**src/rtl/core/hrfc_pkg.sv**
```systemverilog
// ----------------------------------------------------------------------------
// hrfc_pkg
// Shared types and constants for the HART response frame checker.
// ----------------------------------------------------------------------------
package hrfc_pkg;

    localparam logic [7:0] PREAMBLE_BYTE = 8'hFF;
    localparam logic [7:0] TOP_BIT_MASK  = 8'h80;
    localparam logic [2:0] LONG_ADDR_LEN  = 3'd5;
    localparam logic [2:0] SHORT_ADDR_LEN = 3'd1;

    typedef enum logic [2:0] {
        PH_PREAMBLE = 3'd0,
        PH_ADDR     = 3'd1,
        PH_CMD      = 3'd2,
        PH_COUNT    = 3'd3,
        PH_DATA     = 3'd4,
        PH_CHECK    = 3'd5,
        PH_DONE     = 3'd6
    } phase_t;

    typedef enum logic [2:0] {
        V_OK    = 3'd0,
        V_NONE  = 3'd1,
        V_TRUNC = 3'd2,
        V_CSUM  = 3'd3,
        V_SHORT = 3'd4,
        V_COMM  = 3'd5
    } verdict_t;

    localparam logic ACT_BYTE      = 1'b0;
    localparam logic ACT_BURST_END = 1'b1;

    localparam logic KIND_PAYLOAD = 1'b0;
    localparam logic KIND_VERDICT = 1'b1;

    typedef struct packed {
        logic        out_kind;
        logic [7:0]  payload_byte;
        logic [7:0]  payload_index;
        logic [2:0]  verdict;
        logic [7:0]  response_code;
        logic [7:0]  device_status;
        logic [7:0]  command_echo;
        logic [7:0]  payload_length;
        logic [31:0] good_total;
        logic [31:0] error_total;
    } result_t;

endpackage

```
**src/rtl/core/hrfc_parser.sv**
```systemverilog
// ----------------------------------------------------------------------------
// hrfc_parser
// Frame state and counters; each received word updates them when it is taken.
// ----------------------------------------------------------------------------
module hrfc_parser (
    input  logic             clk,
    input  logic             rst_n,
    input  logic             step,
    input  logic             action,
    input  logic [7:0]       rx_byte,
    output logic             res_valid,
    output hrfc_pkg::result_t res
);
    import hrfc_pkg::*;

    phase_t      phase_reg, phase_next;
    logic [2:0]  addr_left_reg, addr_left_next;
    logic        is_long_reg, is_long_next;
    logic [7:0]  count_reg, count_next;
    logic [7:0]  index_reg, index_next;
    logic [7:0]  xor_reg, xor_next;
    logic [7:0]  code_reg, code_next;
    logic [7:0]  status_reg, status_next;
    logic [7:0]  command_reg, command_next;
    logic        seen_reg, seen_next;
    logic [31:0] good_reg, good_next;
    logic [31:0] error_reg, error_next;

    logic        emit_verdict;
    verdict_t    verdict;
    logic [7:0]  index_inc;

    assign index_inc = index_reg + 8'd1;

    // result selection
    always_comb
    begin
        emit_verdict = 1'b0;
        verdict      = V_OK;
        res_valid    = 1'b0;
        res          = '0;
        if (action == ACT_BURST_END)
        begin
            if (phase_reg != PH_DONE)
            begin
                emit_verdict = 1'b1;
                verdict      = seen_reg ? V_TRUNC : V_NONE;
            end
        end
        else
        begin
            unique case (phase_reg)
                PH_CHECK:
                begin
                    emit_verdict = 1'b1;
                    if (rx_byte != xor_reg)
                        verdict = V_CSUM;
                    else if (count_reg < 8'd2)
                        verdict = V_SHORT;
                    else if ((code_reg & TOP_BIT_MASK) != 8'd0)
                        verdict = V_COMM;
                    else
                        verdict = V_OK;
                end
                PH_DATA:
                begin
                    if (index_reg > 8'd1)
                    begin
                        res_valid         = step;
                        res.out_kind      = KIND_PAYLOAD;
                        res.payload_byte  = rx_byte;
                        res.payload_index = index_reg - 8'd2;
                    end
                end
                default:
                begin
                end
            endcase
        end

        good_next  = good_reg;
        error_next = error_reg;
        if (step && emit_verdict)
        begin
            if (verdict == V_OK)
                good_next = good_reg + 32'd1;
            else
                error_next = error_reg + 32'd1;
        end

        if (emit_verdict)
        begin
            res_valid          = step;
            res.out_kind       = KIND_VERDICT;
            res.verdict        = verdict;
            res.response_code  = code_reg;
            res.device_status  = status_reg;
            res.command_echo   = command_reg;
            res.payload_length = (verdict == V_OK) ? (count_reg - 8'd2) : 8'd0;
            res.good_total     = (verdict == V_OK) ? (good_reg + 32'd1) : good_reg;
            res.error_total    = (verdict == V_OK) ? error_reg : (error_reg + 32'd1);
        end
    end

    // next state
    always_comb
    begin
        phase_next     = phase_reg;
        addr_left_next = addr_left_reg;
        is_long_next   = is_long_reg;
        count_next     = count_reg;
        index_next     = index_reg;
        xor_next       = xor_reg;
        code_next      = code_reg;
        status_next    = status_reg;
        command_next   = command_reg;
        seen_next      = seen_reg;
        if (step)
        begin
            if (action == ACT_BURST_END)
            begin
                phase_next     = PH_PREAMBLE;
                addr_left_next = 3'd0;
                is_long_next   = 1'b0;
                count_next     = 8'd0;
                index_next     = 8'd0;
                xor_next       = 8'd0;
                code_next      = 8'd0;
                status_next    = 8'd0;
                command_next   = 8'd0;
                seen_next      = 1'b0;
            end
            else
            begin
                seen_next = 1'b1;
                unique case (phase_reg)
                    PH_PREAMBLE:
                    begin
                        if (rx_byte != PREAMBLE_BYTE)
                        begin
                            is_long_next   = rx_byte[7];
                            addr_left_next = rx_byte[7] ? LONG_ADDR_LEN : SHORT_ADDR_LEN;
                            xor_next       = rx_byte;
                            phase_next     = PH_ADDR;
                        end
                    end
                    PH_ADDR:
                    begin
                        xor_next       = xor_reg ^ rx_byte;
                        addr_left_next = addr_left_reg - 3'd1;
                        if (addr_left_reg == 3'd1)
                            phase_next = PH_CMD;
                    end
                    PH_CMD:
                    begin
                        xor_next     = xor_reg ^ rx_byte;
                        command_next = rx_byte;
                        phase_next   = PH_COUNT;
                    end
                    PH_COUNT:
                    begin
                        xor_next   = xor_reg ^ rx_byte;
                        count_next = rx_byte;
                        index_next = 8'd0;
                        phase_next = (rx_byte == 8'd0) ? PH_CHECK : PH_DATA;
                    end
                    PH_DATA:
                    begin
                        xor_next = xor_reg ^ rx_byte;
                        if (index_reg == 8'd0)
                            code_next = rx_byte;
                        else if (index_reg == 8'd1)
                            status_next = rx_byte;
                        index_next = index_inc;
                        if (index_inc == count_reg)
                            phase_next = PH_CHECK;
                    end
                    PH_CHECK:
                    begin
                        phase_next = PH_DONE;
                    end
                    PH_DONE:
                    begin
                    end
                    default:
                    begin
                        phase_next = PH_DONE;
                    end
                endcase
            end
        end
    end

    always_ff @(posedge clk or negedge rst_n)
    begin
        if (!rst_n)
        begin
            phase_reg     <= PH_PREAMBLE;
            addr_left_reg <= 3'd0;
            is_long_reg   <= 1'b0;
            count_reg     <= 8'd0;
            index_reg     <= 8'd0;
            xor_reg       <= 8'd0;
            code_reg      <= 8'd0;
            status_reg    <= 8'd0;
            command_reg   <= 8'd0;
            seen_reg      <= 1'b0;
            good_reg      <= 32'd0;
            error_reg     <= 32'd0;
        end
        else
        begin
            phase_reg     <= phase_next;
            addr_left_reg <= addr_left_next;
            is_long_reg   <= is_long_next;
            count_reg     <= count_next;
            index_reg     <= index_next;
            xor_reg       <= xor_next;
            code_reg      <= code_next;
            status_reg    <= status_next;
            command_reg   <= command_next;
            seen_reg      <= seen_next;
            good_reg      <= good_next;
            error_reg     <= error_next;
        end
    end

endmodule

```
**config.mk**
```make
export PLATFORM = sky130hd
export DESIGN_NAME = hrfc_parser
export DESIGN_NICKNAME = d
export VERILOG_FILES = /design/src/rtl/core/hrfc_pkg.sv /design/src/rtl/core/hrfc_parser.sv
export SDC_FILE = /design/constraint.sdc
export NUM_CORES = 1
export LEC_CHECK = 0
export CAP_MARGIN = 20
export CORE_MARGIN = 2
export CORE_UTILIZATION = 40
export DETAILED_ROUTE_END_ITERATION = 10
export DONT_BUFFER_PORTS = 1
export GPL_TIMING_DRIVEN = 0
export HOLD_SLACK_MARGIN = 0.05
export MAX_ROUTING_LAYER = met4
export PLACE_DENSITY = 0.59
export SYNTH_ARGS = -nofsm -noshare
export SYNTH_HDL_FRONTEND = slang
export SYNTH_SLANG_ARGS = --single-unit
```
**constraint.sdc**
```tcl
create_clock -name clk -period 2.3 [get_ports clk]
set_clock_uncertainty 0.1 [all_clocks]
set_input_delay 0.23 -clock clk [delete_from_list [all_inputs] [get_ports clk]]
set_output_delay 0.23 -clock clk [all_outputs]
set_load 0.1 [all_outputs]
```
* Yosys cells after proc, flatten, opt, wreduce, memory -nomap -nowiden
Index checks and enable logic that the tools add are counted.
Widths: inputs -> output; s select.
** Operators by class
- Multiply operators :: 0
- Eq/ne operators :: 17
- Bitwise gates (word level) :: 1
- Shifts and indexed selects :: 0
- $add $sub $neg :: 6
- Div/mod/pow operators :: 0
- Mux-type cells :: 49
- Order comparisons :: 2
- Reduce and logical (&&, ||, !) cells :: 22
** Operators with widths (count)
- $mux 8 :: 15
- $mux 99 :: 1
- $add 32x1->32 const B :: 2
- $mux 32 :: 2
- $mux 3 :: 12
- $mux 16 :: 2
- $pmux 8 s2 :: 2
- $pmux 3 s6 :: 1
- $mux 17 :: 1
- $logic_not 8->1 :: 2
- $sub 8x2->8 const B :: 2
- $ne 3x3->1 const B :: 4
- $mux 1 :: 10
- $reduce_bool 2->1 :: 5
- $eq 3x3->1 const B :: 3
- $reduce_and 3->1 :: 3
- $reduce_bool 3->1 :: 3
- $add 8x1->8 const B :: 1
- $eq 8x1->1 const B :: 1
- $eq 8x8->1 :: 1
- $gt 8x1->1 const B :: 1
- $lt 8x2->1 const B :: 1
- $ne 8x8->1 :: 1
- $ne 8x8->1 const B :: 1
- other kinds (13) :: 20
** Storage, ports and cells
- Register bits :: 119
- Bits in latches :: 0
- Output and inout bits :: 117
- Memories :: 0
- Memory bits (read-only) :: 0
- RAM bits :: 0
- Bits of input ports :: 12

* Depth between registers and ports, before layout
- Depth after elaboration :: 8
- Depth in mapped cells :: 9
- Depth with buffers taken out :: 7

* Least setup slack after synthesis
Ideal clock, no wire load.
- Kind :: reg2out
- Start :: register phase_reg[0]
- End :: output res_valid
- Slack :: -1545 ps
- Data arrival time :: 3515 ps
- Stages on the path, launching flop included :: 5
- Cells stage by stage :: dfrtp_1 > clkbuf_1 > nor4b_1 > o21ai_1 > a21boi_0
** On the way
- Word-level cells in the longest chain between the ends :: 4
- Elaborated cells between the ends (all ways) :: 9
** RTL lines
- start: declaration :: RTL line hrfc_parser.sv:16 : phase_t phase_reg, phase_next;
- start signal: assignment :: RTL line hrfc_parser.sv:213 : phase_reg <= phase_next;
- $eq 3x3->1 or $ne 3x3->1 (tied branches) :: RTL line hrfc_parser.sv:52, hrfc_parser.sv:44
- $mux 1 (on tied branches) :: RTL line hrfc_parser.sv:52, hrfc_parser.sv:44
- $mux 1 :: RTL line hrfc_parser.sv:42 : if (action == ACT_BURST_END)
- $mux 1 (*) :: RTL line hrfc_parser.sv:91 : if (emit_verdict)
- end: declaration :: RTL line hrfc_parser.sv:11 : output logic res_valid,
Every way passes the cells marked *; elsewhere a longest branch is shown, timed or not.

==> impl_metrics.tcl <==
set metrics [dict create \
    run_status "finished, violations left" \
    violations "hold timing, setup timing" \
    io_buffers 0 \
    detail_route.wirelength_um 29440 \
    drt_iter0_drcs 531 \
    dp_worst_setup_slack_ps -1107 \
    finalWorstPathRequiredPeriod_ps 3468 \
    tritoncts.num_buffers 17 \
    clk-insertion-delay-late_ps 430 \
    worstSetupStartpointType "register" \
    synth-main-ff-cell "sky130_fd_sc_hd__dfrtp_1" \
    floorplan.die_area_um2 21360 \
    timing.fmax_ghz 0.2884 \
    critPathArrivalTime_ps 3140 \
    syn_nets 957 \
    rows 52 \
    synthCells 935 \
    global_route.overflow_total 0 \
    final_antenna_net_count 0 \
    tightestPinTransition_ps 1013 \
    reg2reg_depth 12 \
    power-per-cell-area_nw_per_um2 754.7 \
    critical_path.slowest_cell "sky130_fd_sc_hd__a21oi_4" \
    nFillCells 1534 \
    h-tree-depth 4 \
    first_global_vias 7861 \
    ir_drop_v 0.0005894 \
    cpPeakStageDelay_ps 610 \
    antenna-diode-count 0 \
    endpoint_kind "output pin" \
    chipHeight_um 146.2 \
    finalNetCount 1087 \
    final.hold.worst_slack_ps -610.3 \
    worst_case_headroom_to_the_max_slew_limit_pct 32.28 \
    crit_fanout 6 \
    timing.critical_path.from "count_reg[3]$_DFFE_PN0P_" \
    top_level_ports 129 \
    via_per_inst 5.959 \
    clock_tree_from_tritoncts "built" \
    grt-busiest-layer "met2" \
    drtPass1Iterations 4 \
    synthToLayoutAreaGrowth_pct 60.76 \
    critPathRequiredTime_ps 1970 \
    route.detailed.drc 0 \
    detailed_place.area_um2 9543 \
    cp_common_cell "sky130_fd_sc_hd__buf_8" \
    met3_grt_util_pct 4.000 \
    leakage_uw 0.005184 \
    chipWidth_um 146.2 \
    worstReg2RegEnd "good_reg[22]$_DFFE_PN0P_" \
    clk_transition_reported_paths_ps 60 \
    fraction_of_layout_cells_with_a_size_suffix_above_1_pct 52.00 \
    grt_usage_pct 26.95 \
    setup.reg_to_reg.worst_slack_ps -190 \
    synth_warnings 0 \
    routed_wire_length_per_instance_um 21.85 \
    min_period_over_period_pct 150.8 \
    hold_path_class "primary input to asynchronous set/reset pin" \
    yosys.cell_types.count 63 \
    async_reset_ff_share_pct 100.0 \
    ctsRootBufferMaster "sky130_fd_sc_hd__clkbuf_16" \
    number_of_maximum_capacitance_violations 0 \
    setup_viol 165 \
    ys_seq_elements 119 \
    netlist_area_um2 8084 \
    final-max-slew-violation-count 0 \
    regToRegStartpoint "xor_reg[6]$_DFFE_PN0P_" \
    synth.yosys.seq_area_share_pct 36.84 \
    place.detailed.hpwl_um 16860 \
    synth-edff-count 0 \
    clock_sinks 119 \
    globalRouteMet1Util_pct 34.00 \
    finalWeightedCongestion 0.8372 \
    grt_antenna_before_repair 0 \
    rsz_0062_raised_after_global_routing "yes" \
    coreArea_um2 20040 \
    postLayoutCellArea_um2 13000 \
    layout_setup_ws_ps -1168 \
    route.vias.total 8027 \
    grt_pass1_wl_um 44270 \
    postSynthAreaPerCell_um2 8.646 \
    initial_core_util_pct 40.34 \
    report.final.hold_viol_count 119 \
    grt_max_degree 120 \
    critPathKind "register to output pin" \
    clockBufferDepth 2 \
    cp_cell_sequence "buf_8 -> nor4_4 -> a221oi_4 -> and3_4 -> buf_6 -> buf_8 -> or4_4 -> a21oi_4" \
    met2_grt_util_pct 44.43 \
]
-- cells in the final DEF (no fill, tap or decap), drive strengths merged, types with 5 or more instances in the layout --
cell and count:
ha 10, a31oi 6, dfrtp 119, o21ai 59, nor2 59, nor3b 6
or4 27, xnor2 28, nand3 35, and2 36, and3 8, mux2 19
nor3 38, xor2 75, nor4 24, nand4 21, inv 22, a221o 8
o21a 5, o31ai 26, nor2b 17, or3 33, a21oi 66, nor4b 9
nand2b 8, nand2 65, buf 150, clkbuf 54
-- metrics by stage --
stage,power (uW),utilization (%),setup TNS [ps],hold slack [ps],instances
after CTS,9367,60.95,-83510,-611.7,1322
after global routing,10170,64.85,-97490,-620.5,1347
after floorplan,5457,-,-30930,-165.6,935
after global placement,5926,47.11,-110160,-160.3,1205
final,9809,64.85,-84760,-610.3,1347
after detailed placement,6020,47.62,-105550,-161.2,1211
-- critical path, delay by kind of cell, from the launching register on --
family | cells | cell delay (ps)
simple gates | 3 | 1190
flops | 1 | 380
buf+inv | 3 | 390
compound gates | 2 | 760
-- how the worst max path moves through the flow --
| stage | endpoint | slack (ps) | depth (start not counted) |
|---|---|---|---|
| final | res[18] | -1170 | 8 |
| after floorplan | res[31] | -540 | 8 |
| after detailed placement | res[64] | -1110 | 8 |
| after global placement | res[33] | -1130 | 5 |
| after CTS | res[28] | -1140 | 9 |
| after global routing | res[18] | -1210 | 8 |
-- per-layer routing --
layer | vias to the layer above | wire [um]
met5 | - | 0
met1 | 4067 | 12340
met2 | 278 | 14920
met3 | 56 | 1438
met4 | 0 | 731
li1 | 3626 | -
-- power breakdown --
part	switching [uW]	internal (uW)	total, uW
Combinational	2870	1550	4420
Clock	1040	1620	2660
Sequential	344	2390	2740
-- what timing repair did --
| action | in CTS | in global routing |
|---|---|---|
| cloned | 10 | 2 |
| hold endpoints to repair | 119 | 119 |
| buffers inserted | 74 | 36 |
| resized for setup | 326 | 180 |
| setup endpoints to repair | 205 | 220 |
| pin swaps | 166 | 115 |
-- cell families after synthesis --
logic type / count (synthesis) / synth area share, %
multiplexers: 21 / 2.894
AO/OA/AOI/OAI: 190 / 14.35
flip-flops: 119 / 36.84
AND/OR/NAND/NOR: 401 / 28.23
adder cells (fa/ha/maj): 10 / 1.548
XOR/XNOR: 103 / 11.16
buffers and inverters: 91 / 4.984
-- synthesized netlist by cell type, types with 22 or more instances --
cell | count | share of area (%)
sky130_fd_sc_hd__or3_1 | 33 | 2.6
sky130_fd_sc_hd__a21oi_1 | 66 | 4.1
sky130_fd_sc_hd__clkbuf_1 | 43 | 2.0
sky130_fd_sc_hd__and2_1 | 36 | 2.8
sky130_fd_sc_hd__nor2_1 | 58 | 2.7
sky130_fd_sc_hd__nand2_1 | 65 | 3.0
sky130_fd_sc_hd__nor3_1 | 38 | 2.4
sky130_fd_sc_hd__xnor2_1 | 28 | 3.0
sky130_fd_sc_hd__nand3_1 | 34 | 2.1
sky130_fd_sc_hd__or4_1 | 26 | 2.4
sky130_fd_sc_hd__o21ai_0 | 57 | 3.5
sky130_fd_sc_hd__dfrtp_1 | 119 | 37
sky130_fd_sc_hd__o31ai_1 | 26 | 2.4
sky130_fd_sc_hd__inv_1 | 22 | 1.0
sky130_fd_sc_hd__xor2_1 | 75 | 8.1
-- layout make-up --
type	instances	area, um^2	share of cell area, %
Clock buffer	24	501.7	3.861
Tap cell	270	337.8	2.599
Timing Repair Buffer	120	1282	9.868
Multi-Input combinational cell	725	7111	54.71
Sequential cell	119	3003	23.11
Clock inverter	7	68.82	0.5295
Buffer	60	609.3	4.689
Inverter	22	82.58	0.6354
Note: power is estimated with default switching activity, not from simulation.
